`src/hdl/mic_pkg.sv`:
```
// shared types and constants for the marker ink canvas block
// no dependencies
package mic_pkg;

  localparam int FRAME_WIDTH_DEF  = 1280;
  localparam int FRAME_HEIGHT_DEF = 720;

  localparam int ROW_W   = 10;
  localparam int COL_W   = 11;
  localparam int CHAN_W  = 8;
  localparam int CMD_W   = 2;
  localparam int WORD_W  = 32;
  localparam int BIT_W   = 5;
  localparam int IN_TDATA_W  = 48;
  localparam int OUT_TDATA_W = 48;
  localparam int CFG_IDX_W   = 8;
  localparam int CFG_DATA_W  = 8;

  localparam logic [CHAN_W-1:0] RED_THRESHOLD_RST = 8'd250;
  localparam logic [CHAN_W-1:0] BLUE_LIMIT_RST    = 8'd190;

  localparam logic [CFG_IDX_W-1:0] REG_RED_THRESHOLD = 8'd0;
  localparam logic [CFG_IDX_W-1:0] REG_BLUE_LIMIT    = 8'd1;

  typedef enum logic [CMD_W-1:0] {
    CMD_PIXEL = 2'd0,
    CMD_CLEAR = 2'd1,
    CMD_READ  = 2'd2
  } cmd_t;

  typedef enum logic [2:0] {
    ST_CLEAR,
    ST_IDLE,
    ST_ADDR,
    ST_READ,
    ST_MODIFY,
    ST_EMIT
  } state_t;

  typedef struct packed {
    logic             in_frame;
    logic             hit;
    logic [COL_W-1:0] col;
  } front_t;

  typedef struct packed {
    logic             valid;
    logic [COL_W-1:0] left;
    logic [COL_W-1:0] right;
    logic [ROW_W-1:0] top;
    logic [ROW_W-1:0] bottom;
  } box_t;

endpackage

```
`src/hdl/mic_front.sv`:
```
// input classification: frame bounds, column mirroring and ink color test
// depends on mic_pkg
module mic_front #(
  parameter int FRAME_WIDTH  = mic_pkg::FRAME_WIDTH_DEF,
  parameter int FRAME_HEIGHT = mic_pkg::FRAME_HEIGHT_DEF
) (
  input  logic [mic_pkg::CMD_W-1:0]  cmd,
  input  logic [mic_pkg::ROW_W-1:0]  pix_row,
  input  logic [mic_pkg::COL_W-1:0]  pix_col,
  input  logic [mic_pkg::CHAN_W-1:0] red,
  input  logic [mic_pkg::CHAN_W-1:0] green,
  input  logic [mic_pkg::CHAN_W-1:0] blue,
  input  logic [mic_pkg::CHAN_W-1:0] red_threshold,
  input  logic [mic_pkg::CHAN_W-1:0] blue_limit,
  output mic_pkg::front_t            front
);
  import mic_pkg::*;

  logic in_frame;
  logic color_ok;

  assign in_frame = ({1'b0, pix_row} < (ROW_W + 1)'(FRAME_HEIGHT)) &&
                    ({1'b0, pix_col} < (COL_W + 1)'(FRAME_WIDTH));

  assign color_ok = (red > red_threshold) && (green < red) && (blue < red) &&
                    (blue < green) && (blue < blue_limit);

  always_comb begin
    front.in_frame = in_frame;
    front.hit      = 1'b0;
    front.col      = pix_col;
    case (cmd_t'(cmd))
      CMD_PIXEL: begin
        // camera image is mirrored onto the canvas
        front.col = COL_W'(FRAME_WIDTH - 1) - pix_col;
        front.hit = in_frame && color_ok;
      end
      default: begin
        front.col = pix_col;
      end
    endcase
  end

endmodule

```
`config.mk`:
```
export PLATFORM = sky130hd
export DESIGN_NAME = mic_front
export DESIGN_NICKNAME = d
export VERILOG_FILES = /design/src/hdl/mic_pkg.sv /design/src/hdl/mic_front.sv
export SDC_FILE = /design/constraint.sdc
export NUM_CORES = 1
export LEC_CHECK = 0
export BUFFER_PORTS_ARGS = -buffer_cell sky130_fd_sc_hd__buf_2
export CORE_ASPECT_RATIO = 0.7
export CORE_MARGIN = 2
export CORE_UTILIZATION = 40
export DETAILED_ROUTE_END_ITERATION = 10
export PLACE_DENSITY = 0.82
export SYNTH_ARGS = -nofsm -noshare
export SYNTH_HDL_FRONTEND = slang
export SYNTH_SLANG_ARGS = --single-unit
```
`constraint.sdc`:
```
create_clock -name vclk -period 1.8
set_clock_uncertainty 0.05 [all_clocks]
set_input_delay 0.09 -clock vclk [all_inputs]
set_output_delay 0.09 -clock vclk [all_outputs]
set_load 0.03 [all_outputs]
```
After elaboration in Yosys (flattened, before gate mapping):

Index checks and enable logic that the tools add are counted.

* add/sub/neg operators: 1
* magnitude comparators: 7
* multiplexer cells: 2
* reduce and logical (&&, ||, !) cells: 7

Operators with widths (number)
* $lt 8x8->1: 4
* $lt 11x11->1 const B: 1
* $mux 11: 1
* $sub 11x11->11 const A: 1
* $lt 10x10->1 const B: 1
* $gt 8x8->1: 1
* $logic_and 1x1->1: 6
* $logic_not 2->1: 1
* $mux 1: 1

* register bits: 0
* bits of input ports: 63
* output and inout bits: 13
* logic and storage cells: 17

Depth between registers and ports, before layout:

* depth after elaboration: 7
* gate-level depth with buffers: 7

Worst setup path after synthesis:

Ideal clock, no wire load.

* path kind: input to output
* start: in red[7] (netlist name)
* end: out front[11] (netlist name)
* arrival time: 2.195 ns
* path slack: -0.535 ns
* cell stages on the path: 7
* path through: inv_1 -> ha_1 -> a222oi_1 -> nand4_1 -> nor4_2 -> nand4_1 -> nor4_1

RTL lines
* start: declaration: RTL line mic_front.sv:10 `input logic [mic_pkg::CHAN_W-1:0] red,`
* end: declaration: RTL line mic_front.sv:15 `output mic_pkg::front_t front`

==> insert_results.sql <==
INSERT INTO impl_metrics (metric_group, metric, value, unit) VALUES
('run_status', 'run_status', 'finished, violations left', ''),
('run_status', 'failed_checks', 'negative setup slack', ''),
('synthesis', 'synthesized_instance_count', '140', ''),
('detailed_routing', 'post_route_drc_violation_count', '0', ''),
('power_and_ir_drop', 'static_leakage_power', '0.923', 'nW'),
('floorplan', 'chipWidth', '64.6', 'um'),
('synthesis', 'synthTopCellsByArea', 'sky130_fd_sc_hd__ha_1, sky130_fd_sc_hd__inv_1, sky130_fd_sc_hd__xor2_1', ''),
('timing', 'finalWorstSetupSlack', '-0.0383', 'ns'),
('global_routing', 'grt_overflow', '0', ''),
('setup_path', 'critical_path.cell_chain', 'buf_8, inv_8, ha_4, a222oi_1, nand4_1, nor4_2, nand4_1, nor4_4, buf_6', ''),
('final_layout', 'n_fill_cell', '213', ''),
('flow_run', 'drv_cap', '0', ''),
('final_layout', 'clkbuf_count', '0', ''),
('setup_path', 'worst_setup_path_end_kind', 'primary output', ''),
('detailed_routing', 'drt-wirelength-per-cell', '12.8', 'um'),
('global_routing', 'groute.usage.overall', '20.6', '%'),
('final_layout', 'design.final.nets', '316', ''),
('timing', 'tns', '-0.0383', 'ns'),
('global_routing', 'grt_pass1_wl', '4810', 'um'),
('placement', 'dp_cells', '248', ''),
('final_layout', 'final_layout_size_suffix_gt1_share', '43.5', '%'),
('placement', 'dpl_worst_slack', '-0.220', 'ns'),
('final_layout', 'finalNonFillerCells', '248', ''),
('floorplan', 'io_pins', '76', ''),
('timing', 'achievable-frequency', '544', 'MHz'),
('placement', 'place_congestion', '0.858', ''),
('setup_path', 'timing.critical_path.fanout_max', '2', ''),
('detailed_routing', 'post_detailed_routing_wire_length', '3180', 'um'),
('floorplan', 'fp.dieH', '46.5', 'um'),
('timing', 'finalHoldWorstSlack', '0.416', 'ns'),
('detailed_routing', 'route.vias.total', '1255', ''),
('placement', 'place.port_buffers', '72', ''),
('synthesis', 'synth_top_area_cell', 'sky130_fd_sc_hd__ha_1', ''),
('setup_path', 'worstSetupStartpointType', 'primary input', ''),
('clock_network', 'post-cts-setup-buffer-count', '0', ''),
('global_routing', 'initial_antenna_violation_count', '0', ''),
('timing', 'period_share', '102', '%'),
('setup_path', 'crit_required', '1.66', 'ns'),
('detailed_routing', 'drt-initial-drc-count', '40', ''),
('synthesis', 'yosys.area.top_type_share', '45.0', '%'),
('setup_path', 'setup.worst_path.class', 'in2out', ''),
('final_layout', 'layout-area-overhead-vs-synth', '57.4', '%'),
('detailed_routing', 'detail-route-antenna-nets', '0', ''),
('timing', 'worstMarginPinSlew', '0.378', 'ns'),
('global_routing', 'grt_max_degree', '12', ''),
('synthesis', 'synth_fp_nets', '240', ''),
('final_layout', 'post-route-util', '65.9', '%'),
('detailed_routing', 'vias_per_cell', '5.06', ''),
('timing', 'timing.final.setup_violations', '1', ''),
('global_routing', 'grt_pass1_vias', '1128', ''),
('synthesis', 'mappedNetlistArea', '0.00103', 'mm^2'),
('floorplan', 'core-area', '0.00246', 'mm^2'),
('synthesis', 'yosys_synthesis_warning_count', '0', ''),
('timing', 'rsz_0062_raised_after_global_routing', 'true', ''),
('timing', 'slew_violations', '0', ''),
('detailed_routing', 'drtPass1Iterations', '4', ''),
('setup_path', 'timing.critical_path.mode_cell', 'sky130_fd_sc_hd__nand4_1', ''),
('floorplan', 'floorplan.die_area', '0.00300', 'mm^2'),
('timing', 'layout_min_cycle_time', '1.84', 'ns'),
('setup_path', 'cp_data_arrival_time', '1.70', 'ns'),
('final_layout', 'diodes', '0', ''),
('synthesis', 'syn-mean-instance-area', '7.36', 'um^2'),
('placement', 'place.detailed.hpwl', '2640', 'um'),
('power_and_ir_drop', 'max-vdd-ir-drop', '122', 'uV'),
('setup_path', 'slowest_delay', '0.35', 'ns'),
('floorplan', 'floorplan.initialDensity', '41.9', '%'),
('timing', 'final-hold-violation-count', '0', ''),
('setup_path', 'crit_path_top_delay_cell', 'sky130_fd_sc_hd__a222oi_1', ''),
('synthesis', 'yosys.cell_types.count', '29', ''),
('synthesis', 'synth-seq-area-share', '0', '%'),
('power_and_ir_drop', 'power_density', '255', 'mW/mm^2'),
('final_layout', 'nFlopsAndLatches', '0', ''),
('final_layout', 'seqCellArea', '0', 'um^2'),
('floorplan', 'fp-row-count', '15', ''),
('timing', 'worst_slew_margin', '74.8', '%'),
('clock_network', 'cts-hold-fix-buffers', '0', ''),
('min_path', 'worstHoldPathType', 'in2out', '');
## final cells by class
| cell class | instances | area (um^2) | area share (%) |
|---|---|---|---|
| Multi-Input combinational cell | 105 | 1020 | 62.9 |
| Inverter | 32 | 133 | 8.19 |
| Timing Repair Buffer | 77 | 427 | 26.3 |
| Tap cell | 34 | 42.5 | 2.63 |
## metal layers
layer	part of all wire, %	up-vias	global-route usage (%)
li1	-	642	-
met1	41	544	24.0
met2	51	67	43.5
met3	7.8	2	1.47
met4	0.50	0	1.70
met5	0	-	0
## stage by stage
stage,total power [W],area [um^2]
6_report,0.000413,1620
5_1_grt,0.000458,1620
4_1_cts,0.000396,1590
3_5_place_dp,0.000362,1470
3_3_place_gp,0.000358,1470
2_1_floorplan,0.000214,1040
## cell families (layout without fill, tap and decap cells)
logic type,count (synthesis),count (layout),synth area share (%)
adder cells (fa/ha/maj),37,37,45.0
XOR/XNOR,9,9,7.66
AND/OR/NAND/NOR,33,33,18.0
AO/OA/AOI/OAI,26,26,15.9
buffers and inverters,35,109,13.5
## worst paths after layout
path	start	end	slack [ns]	cells past startpoint
setup / recovery	red[7]	front[11]	-0.04	9
hold / removal	pix_col[8]	front[8]	0.42	2
## layout by cell type (no fill, tap or decap), types with 2 or more instances in the layout
| cell | instances |
|---|---|
| sky130_fd_sc_hd__a31oi_1 | 2 |
| sky130_fd_sc_hd__nor3b_1 | 2 |
| sky130_fd_sc_hd__inv_1 | 29 |
| sky130_fd_sc_hd__o2111ai_1 | 2 |
| sky130_fd_sc_hd__and3_4 | 2 |
| sky130_fd_sc_hd__nand4_1 | 7 |
| sky130_fd_sc_hd__a21oi_1 | 6 |
| sky130_fd_sc_hd__buf_6 | 3 |
| sky130_fd_sc_hd__o21ai_0 | 7 |
| sky130_fd_sc_hd__ha_1 | 29 |
| sky130_fd_sc_hd__ha_4 | 8 |
| sky130_fd_sc_hd__nor2_1 | 5 |
| sky130_fd_sc_hd__xor2_1 | 8 |
| sky130_fd_sc_hd__inv_4 | 2 |
| sky130_fd_sc_hd__nand3_1 | 3 |
| sky130_fd_sc_hd__buf_4 | 5 |
| sky130_fd_sc_hd__buf_2 | 68 |
| sky130_fd_sc_hd__nand2_1 | 7 |
## power by group
group / internal (W) / total [W] / switching (W)
sequential: 0 / 0 / 0
combinational: 0.000190 / 0.000413 / 0.000223
clock: 0 / 0 / 0
total: 0.000190 / 0.000413 / 0.000223
## timing repair
action | CTS | global route
gates resized for setup | 23 | 6
pin swaps | 11 | 4
endpoints found under the setup margin | 1 | 1
## critical path, delay by kind of cell
kind | cells | cell delay (ns)
AOI/OAI and AO/OA | 1 | 0.35
adders and majority gates | 1 | 0.19
buffers and inverters | 3 | 0.32
and+or+nand+nor | 4 | 0.74
## cell usage after synthesis
cell                        count
sky130_fd_sc_hd__a22o_1         1
sky130_fd_sc_hd__o2111ai_1      2
sky130_fd_sc_hd__buf_4          2
sky130_fd_sc_hd__nor4_1         2
sky130_fd_sc_hd__nand4_1        7
sky130_fd_sc_hd__o211ai_1       1
sky130_fd_sc_hd__xnor2_1        1
sky130_fd_sc_hd__a211o_1        1
sky130_fd_sc_hd__nor2_1         5
sky130_fd_sc_hd__nor3b_1        2
sky130_fd_sc_hd__ha_1          37
sky130_fd_sc_hd__a211oi_1       1
sky130_fd_sc_hd__o31a_1         1
sky130_fd_sc_hd__a31oi_1        2
sky130_fd_sc_hd__a222oi_1       1
sky130_fd_sc_hd__and3_1         2
sky130_fd_sc_hd__buf_1          1
sky130_fd_sc_hd__nand2_1        7
sky130_fd_sc_hd__and3_2         1
sky130_fd_sc_hd__xor2_1         8
sky130_fd_sc_hd__and3b_1        1
sky130_fd_sc_hd__nand2b_1       1
sky130_fd_sc_hd__nand3_1        3
sky130_fd_sc_hd__nor2b_1        1
sky130_fd_sc_hd__inv_1         32
sky130_fd_sc_hd__a21oi_1        7
sky130_fd_sc_hd__nor4_2         1
sky130_fd_sc_hd__o21bai_1       1
sky130_fd_sc_hd__o21ai_0        8
Power figures use the tool's default switching activity.
