===== config.mk =====
export PLATFORM = sky130hd
export DESIGN_NAME = mic_bbox
export DESIGN_NICKNAME = d
export VERILOG_FILES = /design/src/hdl/mic_pkg.sv /design/src/hdl/mic_bbox.sv
export SDC_FILE = /design/constraint.sdc
export NUM_CORES = 1
export LEC_CHECK = 0
export ABC_CLOCK_PERIOD_IN_PS = 4900
export BUFFER_PORTS_ARGS = -buffer_cell sky130_fd_sc_hd__buf_2
export CAP_MARGIN = 20
export CORE_ASPECT_RATIO = 0.9
export CORE_MARGIN = 3
export CORE_UTILIZATION = 57
export CTS_CLUSTER_SIZE = 16
export DETAILED_ROUTE_END_ITERATION = 8
export GPL_TIMING_DRIVEN = 0
export PLACE_DENSITY = 0.85
export SYNTH_ARGS = -nofsm -noshare
export SYNTH_HDL_FRONTEND = slang
export SYNTH_SLANG_ARGS = --single-unit

===== constraint.sdc =====
create_clock -name clk -period 4.9 [get_ports clk]
set_clock_uncertainty 0.2 [all_clocks]
set_input_delay 0.98 -clock clk [delete_from_list [all_inputs] [get_ports clk]]
set_output_delay 0.98 -clock clk [all_outputs]
set_load 0.005 [all_outputs]

===== src/hdl/mic_pkg.sv =====
// shared types and constants for the marker ink canvas block
// no dependencies
package mic_pkg;

  localparam int FRAME_WIDTH_DEF  = 1280;
  localparam int FRAME_HEIGHT_DEF = 720;

  localparam int ROW_W   = 10;
  localparam int COL_W   = 11;
  localparam int CHAN_W  = 8;
  localparam int CMD_W   = 2;
  localparam int WORD_W  = 32;
  localparam int BIT_W   = 5;
  localparam int IN_TDATA_W  = 48;
  localparam int OUT_TDATA_W = 48;
  localparam int CFG_IDX_W   = 8;
  localparam int CFG_DATA_W  = 8;

  localparam logic [CHAN_W-1:0] RED_THRESHOLD_RST = 8'd250;
  localparam logic [CHAN_W-1:0] BLUE_LIMIT_RST    = 8'd190;

  localparam logic [CFG_IDX_W-1:0] REG_RED_THRESHOLD = 8'd0;
  localparam logic [CFG_IDX_W-1:0] REG_BLUE_LIMIT    = 8'd1;

  typedef enum logic [CMD_W-1:0] {
    CMD_PIXEL = 2'd0,
    CMD_CLEAR = 2'd1,
    CMD_READ  = 2'd2
  } cmd_t;

  typedef enum logic [2:0] {
    ST_CLEAR,
    ST_IDLE,
    ST_ADDR,
    ST_READ,
    ST_MODIFY,
    ST_EMIT
  } state_t;

  typedef struct packed {
    logic             in_frame;
    logic             hit;
    logic [COL_W-1:0] col;
  } front_t;

  typedef struct packed {
    logic             valid;
    logic [COL_W-1:0] left;
    logic [COL_W-1:0] right;
    logic [ROW_W-1:0] top;
    logic [ROW_W-1:0] bottom;
  } box_t;

endpackage


===== src/hdl/mic_bbox.sv =====
// running bounding box of inked canvas positions
// depends on mic_pkg
module mic_bbox (
  input  logic                      clk,
  input  logic                      rst,
  input  logic                      clr,
  input  logic                      upd,
  input  logic [mic_pkg::ROW_W-1:0] row,
  input  logic [mic_pkg::COL_W-1:0] col,
  output mic_pkg::box_t             box
);
  import mic_pkg::*;

  box_t box_next;

  always_comb begin
    box_next = box;
    if (clr) begin
      box_next = '0;
    end else if (upd) begin
      if (!box.valid) begin
        box_next.valid  = 1'b1;
        box_next.left   = col;
        box_next.right  = col;
        box_next.top    = row;
        box_next.bottom = row;
      end else begin
        if (col < box.left) box_next.left = col;
        if (col > box.right) box_next.right = col;
        if (row < box.top) box_next.top = row;
        if (row > box.bottom) box_next.bottom = row;
      end
    end
  end

  always_ff @(posedge clk) begin
    if (rst) begin
      box <= '0;
    end else begin
      box <= box_next;
    end
  end

endmodule


## Word level (Yosys, flattened, before mapping)

Index checks and enable logic that the tools add are counted.

- Magnitude comparators: 4
- Eq/ne operators: 4
- Mux-type cells: 5
- Reduce and logical (&&, ||, !) cells: 5

Operator list:

| operator | count |
|---|---|
| two-way mux 42 bit | 1 |
| two-way mux 11 bit | 2 |
| two-way mux 10 bit | 2 |
| > comparator 11 bit | 1 |
| less-than comparator 11 bit | 1 |
| > comparator 10 bit | 1 |
| less-than comparator 10 bit | 1 |
| != test 2 x 1 -> 1 bit, second input constant | 4 |
| AND reduction 2 bit | 4 |
| OR reduction 2 bit | 1 |

- Flip-flop bits (word level): 43
- Bits of input ports: 25
- Output and inout bits: 43
- Word-level logic and storage cells: 23

## Depth between registers and ports, before layout

Gate-level depths: netlist of run 1.

- Depth after elaboration: 3
- Gate-level depth with buffers: 8
- Gate-level depth less buffers: 7

## Worst setup path before layout of run 1

No wires, ideal clock.

- Kind: input to register
- Start: input port col[8] in the netlist's numbering
- End: register box[31] in the netlist's numbering
- Setup time: 0.120 ns
- Data arrival time: 2.441 ns
- Required time: 4.580 ns
- Path slack: 2.140 ns
- Stages on the path: 7
- Path buffers: 1
- Cells stage by stage: ha_1 a211oi_1 nor2_1 or3_1 o32a_1 buf_6 mux2i_1

- Longest elaborated chain between the ends: 3

RTL lines:

| element | line | source |
|---|---|---|
| from (decl) | mic_bbox.sv:9 | `input logic [mic_pkg::COL_W-1:0] col,` |
| less-than comparator 11 bit | mic_bbox.sv:28 | `if (col < box.left) box_next.left = col;` |
| != test 2 x 1 -> 1 bit (no line) | -- |  |
| AND reduction 2 bit (no line) | -- |  |
| to (signal assigned) | mic_bbox.sv:40 | `box <= box_next;` |
| to (decl) | mic_bbox.sv:10 | `output mic_pkg::box_t box` |

Every way passes these cells.
A chain may end at the register's enable or synchronous reset.

## Worst setup path in the final report of run 1

- Start: input port col[8] in the netlist's numbering
- End: register box[30] in the netlist's numbering

- Longest elaborated chain between the ends: 3

RTL lines:

| element | line | source |
|---|---|---|
| > comparator 11 bit | mic_bbox.sv:29 | `if (col > box.right) box_next.right = col;` |
| != test 2 x 1 -> 1 bit (no line) | -- |  |
| AND reduction 2 bit (no line) | -- |  |

Every way passes these cells.

==> flow_summary.json, run 1 <==
{
  "arrival_ns": 2.83,
  "cp_max_fo": 10,
  "mappedNetlistArea_um2": 2611,
  "hold_class": "register to register",
  "largest_reg_flops": 43,
  "hold_viol_final": 0,
  "slew_headroom": 0.6011,
  "top_register": "box",
  "drt_iter0_markers": 97,
  "required_ns": 4.93,
  "routed_via_density": 5.372,
  "start_util": 0.6160,
  "cts_buffers": 5,
  "final.fill_count": 360,
  "async_reset_ff_frac": 0,
  "period_minus_slack_ns": 2.798,
  "yosysTopAreaCellShare": 0.3297,
  "syn_avg_cell_area_um2": 8.618,
  "die_area_um2": 5430,
  "cts_tree": "built",
  "finalCritPeriodShare": 0.5709,
  "netlist_instances": 303,
  "post-cts-setup-buffer-count": 0,
  "clock_path_buffers": 2,
  "placed_area_um2": 3022,
  "drv_slew": 0,
  "yosysWarnings": 0,
  "grt_start_max_net_pins": 13,
  "htreeDepth": 2,
  "antenna_found_initial": 0,
  "synth_top_area_cell": "dfxtp_1",
  "core-area_um2": 4239,
  "layout_common_cells": "buf_2 (69), nand2_1 (67), dfxtp_1 (43)",
  "grt_pass1_vias": 2217,
  "n_antenna_cell": 0,
  "finalSetupViolations": 0,
  "synth_area_leaders": "dfxtp_1 (33%), ha_1 (19%), mux2i_1 (16%), nand2_1 (9.6%), inv_1 (6.0%)",
  "port_buffers": 67,
  "fin_nets": 442,
  "rows": 22,
  "drc": 0,
  "stdcell_area_um2": 3122,
  "gp_congestion": 0.8825,
  "setup_tns_ns": 0,
  "start_kind": "input pin",
  "synth_seq_area_share": 0.3297,
  "cts_resized": 0,
  "clockRootBuffer": "clkbuf_8",
  "vias": 2353,
  "maxCapViolCount": 0,
  "post_synth_num_cell_types": 31,
  "grt_pass1_wl_mm": 10.24,
  "die_h_um": 70.21,
  "drt_pass1_iterations": 4,
  "wl_mm": 6.298,
  "synth-main-ff-cell": "dfxtp_1",
  "final_antenna_net_count": 0,
  "drive_gt1_frac": 0.2090,
  "synth-edff-count": 0,
  "p_leak_uw": 0.001494,
  "hold_buffers": 0,
  "synth-seq-cells": 43,
  "vdd_drop_max_uv": 172.6,
  "clk_latency_ns": 0.30,
  "powerDensity_nw_per_um2": 247.2,
  "area_delta_synth_final_pct": 19.55,
  "grt_usage": 0.2358,
  "grt_overflow": 0,
  "largest_registers": "box: 43 flops",
  "path_clk_slew_ns": 0.08,
  "layout_commonest_cell": "buf_2",
  "rsz0062_at_grt": "false",
  "synth_fp_nets": 368,
  "die_w_um": 77.35,
  "worstMarginPinSlew_ns": 0.5961,
  "ios": 68,
  "outcome": "completed",
  "wl_per_cell_um": 14.38,
  "cts_num_sinks": 43,
  "hpwl_mm": 4.792,
  "endpoint_kind": "register",
  "setup.worst_path.class": "input pin to register",
  "fmax_mhz": 357.5
}
## final timing paths
| path | start | end | slack (ns) | cells after the start |
|---|---|---|---|---|
| max | col[8] | box[30]$_SDFFE_PP0P_ | 2.10 | 8 |
| min | box[16]$_SDFFE_PP0P_ | box[16]$_SDFFE_PP0P_ | 0.28 | 2 |
| max reg2reg | box[28]$_SDFFE_PP0P_ | box[30]$_SDFFE_PP0P_ | 2.52 | 8 |
| min reg2reg | box[16]$_SDFFE_PP0P_ | box[16]$_SDFFE_PP0P_ | 0.28 | 2 |
## kinds of logic (layout without fill, tap and decap cells)
kind of cell | Yosys count | count (layout) | synth area share
AOI/OAI and AO/OA | 35 | 35 | 0.08960
adders and majority gates | 40 | 40 | 0.1917
buffers and inverters | 53 | 128 | 0.08146
DFF | 43 | 43 | 0.3297
muxes | 42 | 42 | 0.1610
and+or+nand+nor | 90 | 90 | 0.1466
## cell usage after synthesis, types with 3 or more instances
cell and n:
clkbuf_1 7, inv_1 42, a211oi_1 3, nand2_1 67
a21oi_1 12, nor2b_1 4, nand3_1 4, mux2i_1 42
ha_1 40, o21ai_0 7, nand4_1 6, dfxtp_1 43
nor2_1 3
## cell type report
| type | count | area (um2) | area share |
|---|---|---|---|
| inverter | 42 | 157.7 | 0.05050 |
| buffer | 11 | 55.05 | 0.01764 |
| timing repair buffer | 67 | 335.3 | 0.1074 |
| multi-input combinational | 207 | 1538 | 0.4926 |
| tap | 60 | 75.07 | 0.02405 |
| sequential | 43 | 860.8 | 0.2758 |
| clock buffer | 8 | 100.1 | 0.03206 |
## per-layer routing
metal  share of wire  routed length, um  global-route usage  up-vias
met3           0.063                394             0.05541        7
li1                -                  -                   -     1174
met2            0.46               2916              0.3787       66
met5               0                  0                   0        -
met4           0.012                 74             0.06522        0
met1            0.46               2912              0.3157     1106
## through the flow
stage               hold WS (ns)    util  worst slack [ns]  cells  power (uW)
floorplan                 0.2630       -             2.140    303       472.9
global placement          0.2580  0.7128             1.874    430       523.8
detailed placement        0.2691  0.7128             1.843    430       529.0
CTS                       0.2803  0.7364             2.134    438       775.2
global route              0.3014  0.7364             2.034    438       808.4
finish                    0.2774  0.7364             2.103    438       771.6
## power breakdown
| group | leakage [uW] | switching [uW] | internal [uW] |
|---|---|---|---|
| Sequential | 0.000350 | 9.46 | 363 |
| Combinational | 0.00109 | 84.5 | 66.7 |
| Clock | 0.0000515 | 120 | 129 |
## critical path, stage by stage
cell and delay [ns]:
buf_2 0.12, ha_1 0.31, a211o_1 0.27, o211ai_1 0.12, nand3_1 0.13, o41ai_2 0.35
buf_4 0.31, mux2i_1 0.23
(Power assumes the default switching activity.)
==> run 2: changes to the inputs <==
Settings changed: ABC_CLOCK_PERIOD_IN_PS 4900 to 2900, CORE_UTILIZATION 57 to 53, PLACE_DENSITY 0.85 to 0.8.
Clock period 4.9 ns to 2.9 ns, I/O delays scaled along.
==> run 2 against run 1 <==
Register-to-register slack got worse by 1.9 ns. Design area up 0.64%. Critical endpoint is now box[24]$_SDFFE_PP0P_. Via count fell by 1.7%. Largest power group unchanged. Worst setup slack got worse by 1.5 ns. Highest routed layer unchanged. Flip-flop and latch count did not move.
==> flow_summary.json, run 2 (same netlist as run 1, synthesis figures left out) <==
{
  "grt_usage": 0.2245,
  "vdd_drop_max_uv": 255.5,
  "setup.worst_path.class": "input pin to register",
  "drt_pass1_iterations": 4,
  "routed_via_density": 5.255,
  "required_ns": 2.94,
  "cts_tree": "built",
  "top_register": "box",
  "final_antenna_net_count": 0,
  "final.fill_count": 400,
  "outcome": "completed",
  "p_leak_uw": 0.001504,
  "worstMarginPinSlew_ns": 0.6250,
  "cpPeakStageDelay_ns": 0.32,
  "setup_tns_ns": 0,
  "slew_headroom": 0.5818,
  "clockRootBuffer": "clkbuf_8",
  "cp_max_fo": 10,
  "p_comb_frac": 0.183,
  "drv_slew": 0,
  "layout_common_cells": "buf_2 (69), nand2_1 (67), dfxtp_1 (43)",
  "drt_iter0_markers": 108,
  "start_util": 0.5671,
  "worstPathBufferInverterCount": 2,
  "cp_cell_sequence": "buf_2 -> ha_1 -> a211o_1 -> o211ai_1 -> nand3_1 -> o41ai_2 -> buf_4 -> mux2i_1",
  "arrival_ns": 2.36,
  "antenna_found_initial": 0,
  "fmax_mhz": 430.6,
  "hold_viol_final": 0,
  "ios": 68,
  "largest_reg_flops": 43,
  "grt_pass1_vias": 2161,
  "path_clk_slew_ns": 0.08,
  "grt_util_met3": 0.04444,
  "core-area_um2": 4604,
  "drc": 0,
  "cts_num_sinks": 43,
  "layout_commonest_cell": "buf_2",
  "htreeDepth": 2,
  "intPower_uw": 1004,
  "die_h_um": 72.59,
  "finalSetupViolations": 0,
  "finalCritPeriodShare": 0.8008,
  "hold_buffers": 0,
  "die_area_um2": 5806,
  "clk_latency_ns": 0.30,
  "wl_per_cell_um": 14.31,
  "powerDensity_nw_per_um2": 438.8,
  "cts_buffers": 5,
  "largest_registers": "box: 43 flops",
  "n_antenna_cell": 0,
  "grt_pass1_wl_mm": 10.16,
  "wl_mm": 6.297,
  "vias": 2312,
  "cts_resized": 0,
  "grtUsageMet2": 0.3548,
  "endpoint_kind": "register",
  "power_switching_uw": 374.7,
  "busiest_layer": "met2",
  "area_delta_synth_final_pct": 20.32,
  "grt_start_max_net_pins": 14,
  "maxCapViolCount": 0,
  "grt_overflow": 0,
  "rsz0062_at_grt": "false",
  "drive_gt1_frac": 0.2116,
  "start_kind": "input pin",
  "slowest_stage": "o41ai_2",
  "grt_use_met1": 0.3087,
  "clock_path_buffers": 2,
  "r2r_slack_ns": 0.58,
  "seq_power_share": 0.456,
  "port_buffers": 67,
  "hold_class": "register to register",
  "gp_congestion": 0.8481,
  "period_minus_slack_ns": 2.322,
  "critPathTopFamily": "compound AO/OA/AOI/OAI gates",
  "rows": 23,
  "die_w_um": 79.99,
  "post-cts-setup-buffer-count": 0,
  "clock_power_share": 0.360,
  "p_sw_frac": 0.2719,
  "final_util": 0.6823,
  "hpwl_mm": 4.764,
  "fin_nets": 442
}
run 2: changes by cell type in the layout (fill, tap and decap cells not counted):
| cell | change |
|---|---|
| clkinv_2 | +1 |
| clkbuf_1 | -1 |
| bufinv_16 | +1 |
| clkbuf_8 | -1 |
run 2: routing by layer:
layer	vias to the layer above	wire length (um)
li1	1178	-
met1	1063	3033
met2	60	2837
met3	11	349
met4	0	78
met5	-	0
run 2: through the flow:
| step | hold WS (ns) | power (uW) | std cells | instance area, um2 | setup slack, ns |
|---|---|---|---|---|---|
| after floorplan | 0.2630 | 799.1 | 303 | 2611 | 0.5399 |
| after global placement | 0.2571 | 886.1 | 432 | 3024 | 0.3128 |
| after detailed placement | 0.2565 | 893.1 | 432 | 3024 | 0.2575 |
| after CTS | 0.2754 | 1386 | 440 | 3142 | 0.5805 |
| after global routing | 0.2911 | 1442 | 440 | 3142 | 0.4177 |
| final | 0.2746 | 1378 | 440 | 3142 | 0.5777 |
run 2: final timing paths:
check,cells past startpoint,start,end
max,8,col[8],box[24]$_SDFFE_PP0P_
min,2,box[2]$_SDFFE_PP0P_,box[2]$_SDFFE_PP0P_
max reg2reg,8,box[28]$_SDFFE_PP0P_,box[24]$_SDFFE_PP0P_
min reg2reg,2,box[2]$_SDFFE_PP0P_,box[2]$_SDFFE_PP0P_
run 2: worst register-to-register path, delay by kind of cell, from the launching register on:
kind / cells / cell delay [ns]
AOI/OAI and AO/OA: 3 / 0.70
buffers and inverters: 2 / 0.37
DFF: 1 / 0.36
adders and majority gates: 1 / 0.28
muxes: 1 / 0.21
and+or+nand+nor: 1 / 0.14
run 2: power groups by stage:
stage	registers, uW	logic (uW)	clock network [uW]
after floorplan	643	156	0
after global placement	642	244	0
after detailed placement	643	251	0
after CTS	629	253	503
after global routing	632	286	524
final	629	253	496
run 2: cell type report:
type,count,area [um2],area share
Buffer,11,55.05,0.01752
Tap cell,62,77.57,0.02469
Clock inverter,2,35.03,0.01115
Inverter,42,157.7,0.05018
Sequential cell,43,860.8,0.2740
Clock buffer,6,82.58,0.02628
Timing Repair Buffer,67,335.3,0.1067
Multi-Input combinational cell,207,1538,0.4894
==> run 3: changes to the inputs <==
Settings changed: ABC_CLOCK_PERIOD_IN_PS 2900 to 2290.
Clock period 2.9 ns to 2.29 ns, I/O delays scaled along.
==> run 3 against run 2 <==
The flow now finishes with violations (negative setup slack). Clock-buffer cell count unchanged. Clock power increased by 27%. Worst setup slack got worse by 0.63 ns. Via count increased by 1.0%. Global-route usage increased by 0.26 points. Critical path depth unchanged. Die area unchanged. Hold slack got worse by 0.063 ns. Combinational power increased by 38%. Sequential power increased by 27%. First-iteration DRC count increased by 17%. Core utilization increased by 1.9 points. Critical path type is now register to register.
==> flow_summary.json, run 3 (same netlist as run 1, synthesis figures left out) <==
{
  "arrival_ns": 2.38,
  "rows": 23,
  "clockRootBuffer": "clkbuf_8",
  "start_kind": "register",
  "finalCritPeriodShare": 1.025,
  "drt_pass1_iterations": 4,
  "htreeDepth": 2,
  "final_util": 0.7014,
  "ios": 68,
  "port_buffers": 67,
  "cp_cell_sequence": "inv_2 -> ha_4 -> a211o_1 -> o211ai_1 -> nand3_1 -> o41ai_4 -> buf_6 -> mux2i_1",
  "clk_latency_ns": 0.30,
  "setup_ws_ns": -0.05650,
  "fin_nets": 446,
  "gp_congestion": 0.8481,
  "cts_buffers": 5,
  "hold_class": "input pin to register",
  "setup.worst_path.class": "register to register",
  "period_minus_slack_ns": 2.347,
  "wl_per_cell_um": 15.14,
  "layout_common_cells": "nand2_1 (67), buf_2 (67), mux2i_1 (42)",
  "clock_path_buffers": 2,
  "drv_slew": 0,
  "grt_start_max_net_pins": 14,
  "final_antenna_net_count": 0,
  "cts_tree": "built",
  "finalPower_uw": 1779,
  "hold_buffers": 0,
  "stdcell_area_um2": 3229,
  "violations": "negative setup slack",
  "required_ns": 2.33,
  "p_leak_uw": 0.001532,
  "die_area_um2": 5806,
  "dp_slack_ns": -0.2305,
  "outcome": "finished, violations left",
  "worst_hold_slack_ns": 0.2112,
  "grt_pass1_wl_mm": 10.25,
  "antenna_found_initial": 0,
  "grt_overflow": 0,
  "cpPeakStageDelay_ns": 0.51,
  "drive_gt1_frac": 0.2435,
  "core-area_um2": 4604,
  "drt_iter0_markers": 126,
  "hold_viol_final": 0,
  "maxCapViolCount": 0,
  "slowest_stage": "o41ai_4",
  "hpwl_mm": 4.764,
  "n_antenna_cell": 0,
  "largest_reg_flops": 43,
  "cp_max_fo": 5,
  "placed_area_um2": 3024,
  "routed_via_density": 5.261,
  "path_clk_slew_ns": 0.08,
  "die_h_um": 72.59,
  "wl_mm": 6.724,
  "vias": 2336,
  "cts_num_sinks": 43,
  "slew_headroom": 0.5810,
  "vdd_drop_max_uv": 331.0,
  "largest_registers": "box: 43 flops",
  "finalSetupViolations": 10,
  "rsz0062_at_grt": "true",
  "worstMarginPinSlew_ns": 0.6263,
  "grt_usage": 0.2271,
  "drc": 0,
  "powerDensity_nw_per_um2": 550.8,
  "die_w_um": 79.99,
  "area_delta_synth_final_pct": 23.67,
  "start_util": 0.5671,
  "endpoint_kind": "register",
  "grt_pass1_vias": 2174,
  "fmax_mhz": 426.2,
  "final.fill_count": 385,
  "top_register": "box"
}
## run 3: final timing paths
check                          to                  from  slack (ns)  cells after the start
max reg2reg  box[27]$_SDFFE_PP0P_  box[28]$_SDFFE_PP0P_       -0.06                      8
min reg2reg  box[39]$_SDFFE_PP0P_  box[39]$_SDFFE_PP0P_        0.27                      2
max          box[27]$_SDFFE_PP0P_  box[28]$_SDFFE_PP0P_       -0.06                      8
min          box[42]$_SDFFE_PP0P_                   upd        0.21                      2
## run 3: cell type report
cell class	instances	area (um2)	share of cell area
plain buffers	11	67.56	0.02092
well taps	62	77.57	0.02402
repair buffers	71	369.1	0.1143
inverters	42	157.7	0.04882
multi-input cells	207	1574	0.4874
clock buffers	6	82.58	0.02557
flip-flops and latches	43	865.8	0.2681
clock inverters	2	35.03	0.01085
## run 3: metal layers
metal  GRT usage  share of wire
met1      0.3117           0.45
met2      0.3557           0.46
met3     0.04568          0.067
met4     0.07880          0.018
met5           0              0
## run 3: where the power goes
part           switching, uW  internal, uW  total (uW)
combinational            192           158         349
clock                    279           353         632
sequential              21.1           776         797
total                    492          1290        1780
## run 3: repair_timing
action | in CTS | in global routing
endpoints found under the setup margin | 10 | 34
gates resized for setup | 4 | 15
cloned | 1 | 0
setup buffers | 0 | 3
pin swaps | 0 | 3
## run 3: metrics by stage
step	cells	TNS, ns
after global routing	444	-1.380
after floorplan	303	0
after CTS	441	0
final	444	-0.4412
after global placement	432	-4.293
after detailed placement	432	-5.100
## run 3: critical path, delay by kind of cell (launching register included)
family | cells | cell delay, ns
flip-flops | 1 | 0.35
buffers and inverters | 2 | 0.26
AND/OR/NAND/NOR | 1 | 0.19
multiplexers | 1 | 0.18
adder cells (fa/ha/maj) | 1 | 0.21
AO/OA/AOI/OAI | 3 | 0.88
